--- src/hw/rtl/rhst_pkg.sv ---
`timescale 1ns / 1ps
// Package for the request handler subscription table.
// Holds field widths, request and status codes, and the controller/datapath structs.
package rhst_pkg;

    localparam int TYPE_W   = 2;
    localparam int ID_W     = 8;
    localparam int HND_W    = 16;
    localparam int STATUS_W = 3;
    localparam int COUNT_W  = 4;

    // At most this many beats are returned by one query.
    localparam int RESULT_CAP = 8;

    localparam logic [TYPE_W-1:0] REQ_REG   = 2'd0;
    localparam logic [TYPE_W-1:0] REQ_UNREG = 2'd1;
    localparam logic [TYPE_W-1:0] REQ_QUERY = 2'd2;

    localparam logic [STATUS_W-1:0] ST_OK         = 3'd0;
    localparam logic [STATUS_W-1:0] ST_ID_INVALID = 3'd1;
    localparam logic [STATUS_W-1:0] ST_LIMIT      = 3'd2;
    localparam logic [STATUS_W-1:0] ST_NULL       = 3'd3;
    localparam logic [STATUS_W-1:0] ST_TOO_LONG   = 3'd4;

    typedef struct packed {
        logic                acc;
        logic                clr_wr;
        logic                k_clr;
        logic                k_inc;
        logic                load_k;
        logic                cnt_rd;
        logic                n_load;
        logic                i_inc;
        logic                tab_rd;
        logic                rd_next;
        logic                tab_wr_app;
        logic                tab_wr_sh;
        logic                cnt_dec;
        logic                batch_end;
        logic                out_ld;
        logic                out_list;
        logic [STATUS_W-1:0] out_status;
    } t_dp_cmd;

    typedef struct packed {
        logic clr_done;
        logic k_done;
        logic id_bad;
        logic ovf;
        logic kind;
        logic cnt_full;
        logic n_full;
        logic null_h;
        logic i_done;
        logic n_zero;
        logic hit;
        logic show_last;
        logic shift_done;
        logic out_free;
    } t_dp_stat;

endpackage

--- src/hw/rtl/rhst_ctrl.sv ---
`timescale 1ns / 1ps
// Controller of the subscription table: sequences clearing, batch checks,
// appends, removals and queries. Depends on rhst_pkg.
module rhst_ctrl (
    input  logic                        i_clk,
    input  logic                        i_rst_n,
    input  logic                        i_valid,
    input  logic [rhst_pkg::TYPE_W-1:0] i_req_type,
    input  logic                        i_last_in_batch,
    output logic                        o_ready,
    output rhst_pkg::t_dp_cmd           o_cmd,
    input  rhst_pkg::t_dp_stat          i_stat
);
    import rhst_pkg::*;

    localparam logic [4:0] S_CLEAR  = 5'd0;
    localparam logic [4:0] S_IDLE   = 5'd1;
    localparam logic [4:0] S_QCHK   = 5'd2;
    localparam logic [4:0] S_QCNT   = 5'd3;
    localparam logic [4:0] S_QRD    = 5'd4;
    localparam logic [4:0] S_QEMIT  = 5'd5;
    localparam logic [4:0] S_QBAD   = 5'd6;
    localparam logic [4:0] S_BSTART = 5'd7;
    localparam logic [4:0] S_RVLD   = 5'd8;
    localparam logic [4:0] S_RV1    = 5'd9;
    localparam logic [4:0] S_RV2    = 5'd10;
    localparam logic [4:0] S_RAPP   = 5'd11;
    localparam logic [4:0] S_RA1    = 5'd12;
    localparam logic [4:0] S_RA2    = 5'd13;
    localparam logic [4:0] S_RSCAN  = 5'd14;
    localparam logic [4:0] S_RCMP   = 5'd15;
    localparam logic [4:0] S_UVLD   = 5'd16;
    localparam logic [4:0] S_UV1    = 5'd17;
    localparam logic [4:0] S_UAPP   = 5'd18;
    localparam logic [4:0] S_UA1    = 5'd19;
    localparam logic [4:0] S_UA2    = 5'd20;
    localparam logic [4:0] S_USCAN  = 5'd21;
    localparam logic [4:0] S_UCMP   = 5'd22;
    localparam logic [4:0] S_USH    = 5'd23;
    localparam logic [4:0] S_USW    = 5'd24;
    localparam logic [4:0] S_BDONE  = 5'd25;

    logic [4:0]          r_state;
    logic [4:0]          n_state;
    logic [STATUS_W-1:0] r_code;
    logic [STATUS_W-1:0] n_code;

    assign o_ready = (r_state == S_IDLE);

    always_comb begin
        n_state = r_state;
        n_code  = r_code;
        o_cmd   = '0;
        unique case (r_state)
            S_CLEAR: begin
                o_cmd.clr_wr = 1'b1;
                if (i_stat.clr_done) begin
                    n_state = S_IDLE;
                end
            end
            S_IDLE: begin
                if (i_valid) begin
                    o_cmd.acc = 1'b1;
                    unique case (i_req_type) inside
                        REQ_QUERY: n_state = S_QCHK;
                        REQ_REG, REQ_UNREG: begin
                            if (i_last_in_batch) begin
                                n_state = S_BSTART;
                            end
                        end
                        default: n_state = S_IDLE;
                    endcase
                end
            end
            S_QCHK: begin
                if (i_stat.id_bad) begin
                    n_state = S_QBAD;
                end else begin
                    o_cmd.cnt_rd = 1'b1;
                    n_state = S_QCNT;
                end
            end
            S_QCNT: begin
                o_cmd.n_load = 1'b1;
                n_state = S_QRD;
            end
            S_QRD: begin
                if (i_stat.n_zero) begin
                    if (i_stat.out_free) begin
                        o_cmd.out_ld = 1'b1;
                        o_cmd.out_status = ST_OK;
                        n_state = S_IDLE;
                    end
                end else begin
                    o_cmd.tab_rd = 1'b1;
                    n_state = S_QEMIT;
                end
            end
            S_QEMIT: begin
                if (i_stat.out_free) begin
                    o_cmd.out_ld = 1'b1;
                    o_cmd.out_list = 1'b1;
                    if (i_stat.show_last) begin
                        n_state = S_IDLE;
                    end else begin
                        o_cmd.i_inc = 1'b1;
                        n_state = S_QRD;
                    end
                end
            end
            S_QBAD: begin
                if (i_stat.out_free) begin
                    o_cmd.out_ld = 1'b1;
                    o_cmd.out_status = ST_ID_INVALID;
                    n_state = S_IDLE;
                end
            end
            S_BSTART: begin
                o_cmd.k_clr = 1'b1;
                if (i_stat.ovf) begin
                    n_code = ST_TOO_LONG;
                    n_state = S_BDONE;
                end else if (i_stat.kind) begin
                    n_state = S_UVLD;
                end else begin
                    n_state = S_RVLD;
                end
            end
            S_RVLD: begin
                if (i_stat.k_done) begin
                    o_cmd.k_clr = 1'b1;
                    n_state = S_RAPP;
                end else begin
                    o_cmd.load_k = 1'b1;
                    n_state = S_RV1;
                end
            end
            S_RV1: begin
                if (i_stat.id_bad) begin
                    n_code = ST_ID_INVALID;
                    n_state = S_BDONE;
                end else begin
                    o_cmd.cnt_rd = 1'b1;
                    n_state = S_RV2;
                end
            end
            S_RV2: begin
                if (i_stat.cnt_full) begin
                    n_code = ST_LIMIT;
                    n_state = S_BDONE;
                end else if (i_stat.null_h) begin
                    n_code = ST_NULL;
                    n_state = S_BDONE;
                end else begin
                    o_cmd.k_inc = 1'b1;
                    n_state = S_RVLD;
                end
            end
            S_RAPP: begin
                if (i_stat.k_done) begin
                    n_code = ST_OK;
                    n_state = S_BDONE;
                end else begin
                    o_cmd.load_k = 1'b1;
                    n_state = S_RA1;
                end
            end
            S_RA1: begin
                o_cmd.cnt_rd = 1'b1;
                n_state = S_RA2;
            end
            S_RA2: begin
                o_cmd.n_load = 1'b1;
                n_state = S_RSCAN;
            end
            S_RSCAN: begin
                if (i_stat.i_done) begin
                    o_cmd.tab_wr_app = !i_stat.n_full;
                    o_cmd.k_inc = 1'b1;
                    n_state = S_RAPP;
                end else begin
                    o_cmd.tab_rd = 1'b1;
                    n_state = S_RCMP;
                end
            end
            S_RCMP: begin
                if (i_stat.hit) begin
                    o_cmd.k_inc = 1'b1;
                    n_state = S_RAPP;
                end else begin
                    o_cmd.i_inc = 1'b1;
                    n_state = S_RSCAN;
                end
            end
            S_UVLD: begin
                if (i_stat.k_done) begin
                    o_cmd.k_clr = 1'b1;
                    n_state = S_UAPP;
                end else begin
                    o_cmd.load_k = 1'b1;
                    n_state = S_UV1;
                end
            end
            S_UV1: begin
                if (i_stat.id_bad) begin
                    n_code = ST_ID_INVALID;
                    n_state = S_BDONE;
                end else begin
                    o_cmd.k_inc = 1'b1;
                    n_state = S_UVLD;
                end
            end
            S_UAPP: begin
                if (i_stat.k_done) begin
                    n_code = ST_OK;
                    n_state = S_BDONE;
                end else begin
                    o_cmd.load_k = 1'b1;
                    n_state = S_UA1;
                end
            end
            S_UA1: begin
                o_cmd.cnt_rd = 1'b1;
                n_state = S_UA2;
            end
            S_UA2: begin
                o_cmd.n_load = 1'b1;
                n_state = S_USCAN;
            end
            S_USCAN: begin
                if (i_stat.i_done) begin
                    o_cmd.k_inc = 1'b1;
                    n_state = S_UAPP;
                end else begin
                    o_cmd.tab_rd = 1'b1;
                    n_state = S_UCMP;
                end
            end
            S_UCMP: begin
                if (i_stat.hit) begin
                    n_state = S_USH;
                end else begin
                    o_cmd.i_inc = 1'b1;
                    n_state = S_USCAN;
                end
            end
            S_USH: begin
                if (i_stat.shift_done) begin
                    o_cmd.cnt_dec = 1'b1;
                    o_cmd.k_inc = 1'b1;
                    n_state = S_UAPP;
                end else begin
                    o_cmd.tab_rd = 1'b1;
                    o_cmd.rd_next = 1'b1;
                    n_state = S_USW;
                end
            end
            S_USW: begin
                o_cmd.tab_wr_sh = 1'b1;
                o_cmd.i_inc = 1'b1;
                n_state = S_USH;
            end
            S_BDONE: begin
                if (i_stat.out_free) begin
                    o_cmd.out_ld = 1'b1;
                    o_cmd.out_status = r_code;
                    o_cmd.batch_end = 1'b1;
                    n_state = S_IDLE;
                end
            end
            default: n_state = S_IDLE;
        endcase
    end

    always_ff @(posedge i_clk) begin
        if (!i_rst_n) begin
            r_state <= S_CLEAR;
            r_code  <= ST_OK;
        end else begin
            r_state <= n_state;
            r_code  <= n_code;
        end
    end

    a_app_room: assert property (@(posedge i_clk) disable iff (!i_rst_n)
        o_cmd.tab_wr_app |-> !i_stat.n_full)
        else $error("Append issued to a full list.");

    a_cnt_valid_id: assert property (@(posedge i_clk) disable iff (!i_rst_n)
        o_cmd.cnt_rd |-> !i_stat.id_bad)
        else $error("Count read with an out of range id.");

    a_out_room: assert property (@(posedge i_clk) disable iff (!i_rst_n)
        o_cmd.out_ld |-> i_stat.out_free)
        else $error("Result beat loaded over an untaken beat.");

endmodule

--- config.mk ---
export PLATFORM = sky130hd
export DESIGN_NAME = rhst_ctrl
export DESIGN_NICKNAME = d
export VERILOG_FILES = /design/src/hw/rtl/rhst_pkg.sv /design/src/hw/rtl/rhst_ctrl.sv
export SDC_FILE = /design/constraint.sdc
export NUM_CORES = 1
export LEC_CHECK = 0
export ABC_AREA = 1
export BUFFER_PORTS_ARGS = -buffer_cell sky130_fd_sc_hd__buf_2
export CORE_ASPECT_RATIO = 0.5
export CORE_MARGIN = 8
export CORE_UTILIZATION = 45
export DETAILED_ROUTE_END_ITERATION = 6
export PLACE_DENSITY = 0.75
export SYNTH_ARGS = -nofsm -noshare
export SYNTH_HDL_FRONTEND = slang
export SYNTH_SLANG_ARGS = --single-unit
--- constraint.sdc ---
create_clock -name i_clk -period 1.5 [get_ports i_clk]
set_clock_uncertainty 0.1 [all_clocks]
set_input_delay 0.3 -clock i_clk [delete_from_list [all_inputs] [get_ports i_clk]]
set_output_delay 0.3 -clock i_clk [all_outputs]
set_load 0.005 [all_outputs]
==> results.sh, run 1 <==
export IMPL_endpoint_type="top-level output"
export IMPL_yosys_cell_types_count=23
export IMPL_grt_max_degree=11
export IMPL_die_width_um=90.0
export IMPL_initial_core_util_pct=47.3
export IMPL_synthMostInstantiatedCell="nand2_1"
export IMPL_grt_remaining_overflow=61
export IMPL_clockRootBuffer="clkbuf_8"
export IMPL_num_rows=13
export IMPL_synthTopCellsByArea="nand2_1 (23%), nand3_1 (13%), nor2_1 (13%)"
export IMPL_htreeDepth=1
export IMPL_ioPinCount=40
export IMPL_synth_area_um2=1230
export IMPL_failed_stage="global routing"
export IMPL_yosys_area_top_type_share_pct=23.2
export IMPL_synth_ff_type="dfxtp_1"
export IMPL_crit_endpoint="o_cmd[15]"
export IMPL_grt_usage_pct=65.8
export IMPL_die_h_um=53.0
export IMPL_error_line="[ERROR GRT-0232] Routing congestion too high. Check the congestion heatmap in the GUI."
export IMPL_pre_cts_ws_ns=-0.433
export IMPL_syn_nets=266
export IMPL_seq_area_frac_synth_pct=13.0
export IMPL_synthArstFlopShare_pct=0
export IMPL_synth_edf_count=0
export IMPL_ys_warn_count=0
export IMPL_numCtsBuffers=3
export IMPL_portBuffers=39
export IMPL_netlist_instances=246
export IMPL_gp_congestion=1.11
export IMPL_yosysTopAreaCell="nand2_1"
export IMPL_place_hpwl_mm=4.81
export IMPL_clockBufferDepth=2
export IMPL_status="aborted with a tool error"
export IMPL_ys_seq_elements=8
export IMPL_avgSynthCellArea_um2=5.00
export IMPL_clock_sinks=8
export IMPL_ys_top_cells_by_count="nand2_1 (76), nor2_1 (44), nand3_1 (33)"
cell families after synthesis:
kind of cell | share of synthesized area, %
AO/OA/AOI/OAI | 9.76
flip-flops | 13.0
buffers and inverters | 13.8
AND/OR/NAND/NOR | 63.4
stage by stage:
stage                     instances  hold slack, ns  instance area, um2  utilization [%]
after global placement          371           0.374                1850             71.1
after CTS                       393           0.212                2260             86.7
after floorplan                 246           0.298                1240                -
after detailed placement        371           0.384                1850             71.1
repair_timing:
action,in CTS
hold buffers,0
setup buffers,19
cloned,0
gates resized for setup,62
pin swaps,22
endpoints found under the setup margin,28
layer usage:
layer / GRT overflow / track usage, %
met5: 0 / 6.25
met4: 21 / 67.8
met3: 1 / 56.9
met2: 39 / 82.9
met1: 0 / 63.5
==> inputs of run 2 (changes only) <==
--- a/config.mk
+++ b/config.mk
@@ -7,11 +7,10 @@
 export LEC_CHECK = 0
 export ABC_AREA = 1
 export BUFFER_PORTS_ARGS = -buffer_cell sky130_fd_sc_hd__buf_2
-export CORE_ASPECT_RATIO = 0.5
 export CORE_MARGIN = 8
-export CORE_UTILIZATION = 45
+export CORE_UTILIZATION = 30
 export DETAILED_ROUTE_END_ITERATION = 6
-export PLACE_DENSITY = 0.75
+export PLACE_DENSITY_LB_ADDON = 0.15
 export SYNTH_ARGS = -nofsm -noshare
 export SYNTH_HDL_FRONTEND = slang
 export SYNTH_SLANG_ARGS = --single-unit
==> constraint.sdc (replaced) <==
create_clock -name i_clk -period 2 [get_ports i_clk]
set_clock_uncertainty 0.1 [all_clocks]
set_input_delay 0.4 -clock i_clk [delete_from_list [all_inputs] [get_ports i_clk]]
set_output_delay 0.4 -clock i_clk [all_outputs]
set_load 0.005 [all_outputs]
==> results.sh, run 2 <==
export IMPL_path_cells="buf_6, nor2_4, nand3_2, buf_6, o221ai_2, buf_2"
export IMPL_avgSynthCellArea_um2=5.00
export IMPL_p_int_w=0.000601
export IMPL_cpPeakStageDelay_ns=0.36
export IMPL_coreArea_um2=3970
export IMPL_maxCapViolCount=0
export IMPL_ys_top_cells_by_count="nand2_1 (76), nor2_1 (44), nand3_1 (33)"
export IMPL_grt_pass1_wl_mm=8.22
export IMPL_routed_via_density=5.05
export IMPL_hold_path_class="in2reg"
export IMPL_cp_slowest_cell="dfxtp_4"
export IMPL_pre_cts_ws_ns=-0.00803
export IMPL_relSlewSlack_pct=72.6
export IMPL_required_ns=1.50
export IMPL_gp_congestion=0.913
export IMPL_fin_area_um2=1880
export IMPL_clk_pin_slew_ns=0.04
export IMPL_yosys_cell_types_count=23
export IMPL_htreeDepth=1
export IMPL_drc=0
export IMPL_yosysTopAreaCell="nand2_1"
export IMPL_ant_nets=0
export IMPL_worstPathMaxFanout=6
export IMPL_regMostFlops="r_state"
export IMPL_end_kind="primary output"
export IMPL_synth_area_um2=1230
export IMPL_ys_warn_count=0
export IMPL_wirelength_mm=5.07
export IMPL_synthArstFlopShare_pct=0
export IMPL_grt_max_degree=22
export IMPL_top_regs="r_state x5, r_code x3"
export IMPL_ioPinCount=40
export IMPL_final_cell_mix="nand2_1 (72), nor2_1 (41), buf_2 (39)"
export IMPL_yosys_area_top_type_share_pct=23.2
export IMPL_initial_core_util_pct=31.0
export IMPL_p_switching_w=0.000505
export IMPL_slew_violations=0
export IMPL_syn_nets=266
export IMPL_layout_nets=336
export IMPL_cts_tree="yes"
export IMPL_grt_remaining_overflow=0
export IMPL_synthMostInstantiatedCell="nand2_1"
export IMPL_min_period_over_period_pct=101
export IMPL_antenna_diode_count=0
export IMPL_die_h_um=80.1
export IMPL_setup_tns_ns=-0.0196
export IMPL_p_per_area_nw_per_um2=589
export IMPL_crit_top_cell="buf_6"
export IMPL_grt_antenna_before_repair=0
export IMPL_swShare_pct=45.6
export IMPL_worstSetupStartpointType="flop"
export IMPL_clockRootBuffer="clkbuf_8"
export IMPL_drive_gt1_share_pct=36.9
export IMPL_numCtsBuffers=3
export IMPL_die_area_um2=6410
export IMPL_portBuffers=39
export IMPL_drt_initial_drc_count=222
export IMPL_synthTopCellsByArea="nand2_1 (23%), nand3_1 (13%), nor2_1 (13%)"
export IMPL_die_width_um=80.1
export IMPL_synth_edf_count=0
export IMPL_status="finished, violations left"
export IMPL_combPwrFrac_pct=62.2
export IMPL_num_rows=23
export IMPL_violations="negative setup slack"
export IMPL_setup_violations=1
export IMPL_power_leakage_nw=1.10
export IMPL_clock_sinks=8
export IMPL_dpl_instance_area_um2=1640
export IMPL_critPathKind="reg2out"
export IMPL_rsz0062_at_grt="true"
export IMPL_clkPwrFrac_pct=17.2
export IMPL_clockBufferDepth=2
export IMPL_area_delta_synth_final_pct=52.4
export IMPL_cp_arrival_ns=1.52
export IMPL_dr_pass1_iters=4
export IMPL_clk_latency_ns=0.23
export IMPL_peakVddDrop_uv=452
export IMPL_post_drt_wl_per_cell_um=13.9
export IMPL_num_vias=1839
export IMPL_p_seq_share_pct=20.6
export IMPL_min_period_ns=2.02
export IMPL_timing_fmax_mhz=495
export IMPL_place_hpwl_mm=4.15
export IMPL_seq_area_frac_synth_pct=13.0
export IMPL_final_common_cell="nand2_1"
export IMPL_grt_usage_pct=15.8
export IMPL_fill_cells=458
export IMPL_grt_pass1_vias=1746
export IMPL_ys_seq_elements=8
export IMPL_worst_slew_pin_slew_ns=0.408
export IMPL_netlist_instances=246
export IMPL_hold_viol=0
export IMPL_largest_register_ffs=5
export IMPL_fin_ws_ns=-0.0196
export IMPL_synth_ff_type="dfxtp_1"
## run 2: cell counts after synthesis
Identical to the previous run, type by type.
## run 2: cells by family after synthesis
kind of cell	count (synthesis)	synth area share (%)
and+or+nand+nor	177	63.4
buffers and inverters	40	13.8
AOI/OAI and AO/OA	21	9.76
DFF	8	13.0
## run 2: final timing paths
kind         cells after the start                     from  slack (ns)                       to
min reg2reg                      2   r_code[1]$_SDFFE_PN0P_        0.38   r_code[1]$_SDFFE_PN0P_
max reg2reg                     10  r_state[0]$_SDFFE_PN0P_        0.16  r_state[2]$_SDFFE_PN0P_
min                              3                  i_rst_n        0.30  r_state[3]$_SDFFE_PN0P_
max                              6  r_state[3]$_SDFFE_PN0P_       -0.02                o_cmd[10]
## run 2: cell type report
type | count | area [um2] | share of cell area [%]
Timing Repair Buffer | 70 | 452 | 24.1
Sequential cell | 8 | 175 | 9.33
Inverter | 34 | 130 | 6.93
Multi-Input combinational cell | 199 | 1020 | 54.1
Clock buffer | 3 | 41.3 | 2.20
Tap cell | 50 | 62.6 | 3.33
## run 2: critical path: cells and delay by family (launching register included)
family	cells	cell delay, ns
simple gates	2	0.37
compound gates	1	0.15
flops	1	0.36
buf+inv	3	0.40
## run 2: repair_timing
item / CTS / global route
setup buffers: 2 / 5
setup endpoints to repair: 10 / 11
endpoints found under the hold margin: 0 / 0
hold buffers: 0 / 0
resized for setup: 13 / 29
cloned: 1 / 0
pin swaps: 2 / 7
## run 2: per-stage QoR
stage,utilization [%],power [W],std cells,hold WS [ns]
6_report,47.3,0.00111,364,0.299
5_1_grt,47.3,0.00119,364,0.344
4_1_cts,43.9,0.00105,359,0.296
3_5_place_dp,41.3,0.000802,353,0.373
3_3_place_gp,41.3,0.000805,353,0.369
2_1_floorplan,-,0.000540,246,0.350
## run 2: per-layer routing
layer | global-route usage, % | vias up | share of wire [%]
met4 | 10.0 | 0 | 4.7
met2 | 26.0 | 90 | 46
li1 | - | 935 | -
met5 | 0 | - | 0
met1 | 19.0 | 792 | 41
met3 | 2.01 | 22 | 8.0
## run 2: power groups by stage
stage	logic (W)	clock network, W	registers (W)
CTS	0.000635	0.000197	0.000222
global placement	0.000590	0	0.000216
finish	0.000688	0.000190	0.000228
detailed placement	0.000585	0	0.000217
floorplan	0.000339	0	0.000201
global route	0.000752	0.000204	0.000231
No activity file was read; power rests on OpenSTA's default activity.
==> inputs of run 3 (changes only) <==
--- a/config.mk
+++ b/config.mk
@@ -5,7 +5,6 @@
 export SDC_FILE = /design/constraint.sdc
 export NUM_CORES = 1
 export LEC_CHECK = 0
-export ABC_AREA = 1
 export BUFFER_PORTS_ARGS = -buffer_cell sky130_fd_sc_hd__buf_2
 export CORE_MARGIN = 8
 export CORE_UTILIZATION = 30
==> results.sh, run 3 <==
export IMPL_status="finished, violations left"
export IMPL_violations="negative setup slack"
export IMPL_portBuffers=39
export IMPL_hold_path_class="in2reg"
export IMPL_use_met2_pct=28.5
export IMPL_synth_area_um2=1440
export IMPL_synth_ff_type="dfxtp_1"
export IMPL_die_width_um=85.2
export IMPL_clockBufferDepth=2
export IMPL_cp_arrival_ns=1.57
export IMPL_p_per_area_nw_per_um2=308
export IMPL_synthTopCellsByArea="dfxtp_1 (11%), nand2_1 (7.8%), buf_6 (5.5%)"
export IMPL_use_met1_pct=20.7
export IMPL_synth_fa_ha_area_share_pct=0.697
export IMPL_gp_congestion=0.913
export IMPL_fill_cells=471
export IMPL_critPathKind="reg2out"
export IMPL_yosys_area_top_type_share_pct=11.2
export IMPL_antenna_diode_count=0
export IMPL_netlist_instances=211
export IMPL_hold_viol=0
export IMPL_worstPathMaxFanout=4
export IMPL_avgSynthCellArea_um2=6.80
export IMPL_dpl_instance_area_um2=1940
export IMPL_grt_max_degree=16
export IMPL_path_cells="buf_6, buf_6, nand2_4, a2bb2oi_2, o22ai_2, a32o_1, a21o_1, buf_2"
export IMPL_peakVddDrop_uv=381
export IMPL_drive_gt1_share_pct=51.7
export IMPL_synthMuxAreaShare_pct=2.96
export IMPL_clock_sinks=8
export IMPL_power_leakage_nw=1.01
export IMPL_drc=0
export IMPL_clk_pin_slew_ns=0.05
export IMPL_ant_nets=0
export IMPL_synth_top_family_by_area="simple AND/OR/NAND/NOR gates"
export IMPL_die_area_um2=7250
export IMPL_yosys_area_share_simple_pct=38.2
export IMPL_min_period_ns=2.07
export IMPL_syn_nets=231
export IMPL_cpPeakStageDelay_ns=0.36
export IMPL_end_kind="primary output"
export IMPL_path_delay_family="compound AO/OA/AOI/OAI gates"
export IMPL_regMostFlops="r_state"
export IMPL_ys_seq_elements=8
export IMPL_rsz0062_at_grt="true"
export IMPL_worst_hold_slack_ns=0.366
export IMPL_grt_pass1_wl_mm=9.96
export IMPL_slew_violations=0
export IMPL_final_common_cell="buf_4"
export IMPL_wirelength_mm=6.26
export IMPL_numCtsBuffers=3
export IMPL_relSlewSlack_pct=68.0
export IMPL_final_cell_mix="buf_4 (48), buf_2 (39), nand2_1 (26)"
export IMPL_drt_initial_drc_count=184
export IMPL_dr_pass1_iters=4
export IMPL_synthMostInstantiatedCell="nand2_1"
export IMPL_path_buf_inv=3
export IMPL_ioPinCount=40
export IMPL_num_rows=25
export IMPL_min_period_over_period_pct=104
export IMPL_cp_slowest_cell="dfxtp_4"
export IMPL_post_drt_wl_per_cell_um=18.2
export IMPL_ys_top_cells_by_count="nand2_1 (30), nor2_1 (16), o21ai_0 (14)"
export IMPL_synth_compound_area_share_pct=33.3
export IMPL_largest_register_ffs=5
export IMPL_required_ns=1.50
export IMPL_coreArea_um2=4660
export IMPL_ys_warn_count=0
export IMPL_fin_ws_ns=-0.0728
export IMPL_seq_area_frac_synth_pct=11.2
export IMPL_layout_nets=312
export IMPL_timing_fmax_mhz=482
export IMPL_maxCapViolCount=0
export IMPL_routed_via_density=5.68
export IMPL_synth_xor_area_share_pct=0
export IMPL_worst_slew_pin_slew_ns=0.475
export IMPL_htreeDepth=1
export IMPL_place_hpwl_mm=4.68
export IMPL_grt_busiest_layer="met2"
export IMPL_yosys_cell_types_count=61
export IMPL_clk_latency_ns=0.23
export IMPL_crit_top_cell="buf_6"
export IMPL_yosysTopAreaCell="dfxtp_1"
export IMPL_top_regs="r_state x5, r_code x3"
export IMPL_grt_pass1_vias=1950
export IMPL_clockRootBuffer="clkbuf_8"
export IMPL_synth_edf_count=0
export IMPL_grt_remaining_overflow=0
export IMPL_fin_area_um2=2330
export IMPL_grt_antenna_before_repair=0
export IMPL_die_h_um=85.2
export IMPL_area_delta_synth_final_pct=62.2
export IMPL_setup_violations=5
export IMPL_worstSetupStartpointType="flop"
export IMPL_num_vias=1953
export IMPL_cts_tree="yes"
export IMPL_synthArstFlopShare_pct=0
export IMPL_grt_usage_pct=16.7
export IMPL_initial_core_util_pct=30.8
export IMPL_use_met3_pct=2.90
[run 3: changes by cell type in the layout (fill, tap and decap cells not counted), moves of 8 or more]
cell,before,now
nand2_1,72,26
nor2_1,41,11
nand3_1,27,4
buf_4,27,48
inv_1,25,5
inv_2,8,0
[run 3: logic make-up (layout without fill, tap and decap cells)]
group                      count (synthesis)  count (layout)
and+or+nand+nor                          102             102
muxes                                      4               4
buffers and inverters                     28             107
DFF                                        8               8
AOI/OAI and AO/OA                         68              68
adders and majority gates                  1               1
[run 3: tightest hold or removal path: stages]
cell and delay (ns):
buf_2 0.12, nand4_1 0.07, o21ai_0 0.07
[run 3: per-stage QoR]
step	std cells	setup TNS, ns	power (W)	utilization, %	setup WS, ns
final	344	-0.158	0.000717	49.9	-0.0728
after global routing	344	-0.803	0.000761	49.9	-0.130
after CTS	340	-0.206	0.000687	46.2	-0.0604
after detailed placement	333	-0.492	0.000466	41.7	-0.125
after global placement	333	-0.535	0.000468	41.7	-0.0942
after floorplan	211	0	0.000336	-	0.0417
[run 3: timing repair]
item / CTS / global route
pin swaps: 6 / 13
resized for setup: 35 / 36
buffers inserted: 4 / 4
endpoints found under the setup margin: 23 / 18
hold buffers: 0 / 0
[run 3: power by group]
group	internal (W)	switching (W)
logic	0.000162	0.000184
clock network	0.000131	0.0000705
registers	0.000163	0.00000659
[run 3: final timing paths]
path | to | depth (start not counted) | slack [ns] | startpoint
worst min register to register | r_code[2]$_SDFFE_PN0P_ | 2 | 0.37 | r_code[2]$_SDFFE_PN0P_
worst min-delay path | r_code[2]$_SDFFE_PN0P_ | 3 | 0.37 | i_stat[10]
worst max register to register | r_state[2]$_SDFFE_PN0P_ | 6 | 0 | r_state[1]$_SDFFE_PN0P_
worst max-delay path | o_cmd[15] | 8 | -0.07 | r_state[4]$_SDFFE_PN0P_
[run 3: layer usage]
metal	vias to the layer above	share of wire (%)	wire length [um]
met4	0	2.0	126
met5	-	0	0
met2	89	48	3010
met1	899	43	2700
li1	951	-	-
met3	14	6.7	421
[run 3: cell type report]
type | instances | area (um2) | area share [%]
multi-input cells | 175 | 1300 | 55.9
clock buffers | 3 | 41.3 | 1.77
well taps | 54 | 67.6 | 2.90
repair buffers | 98 | 718 | 30.9
flip-flops and latches | 8 | 174 | 7.47
inverters | 6 | 26.3 | 1.13
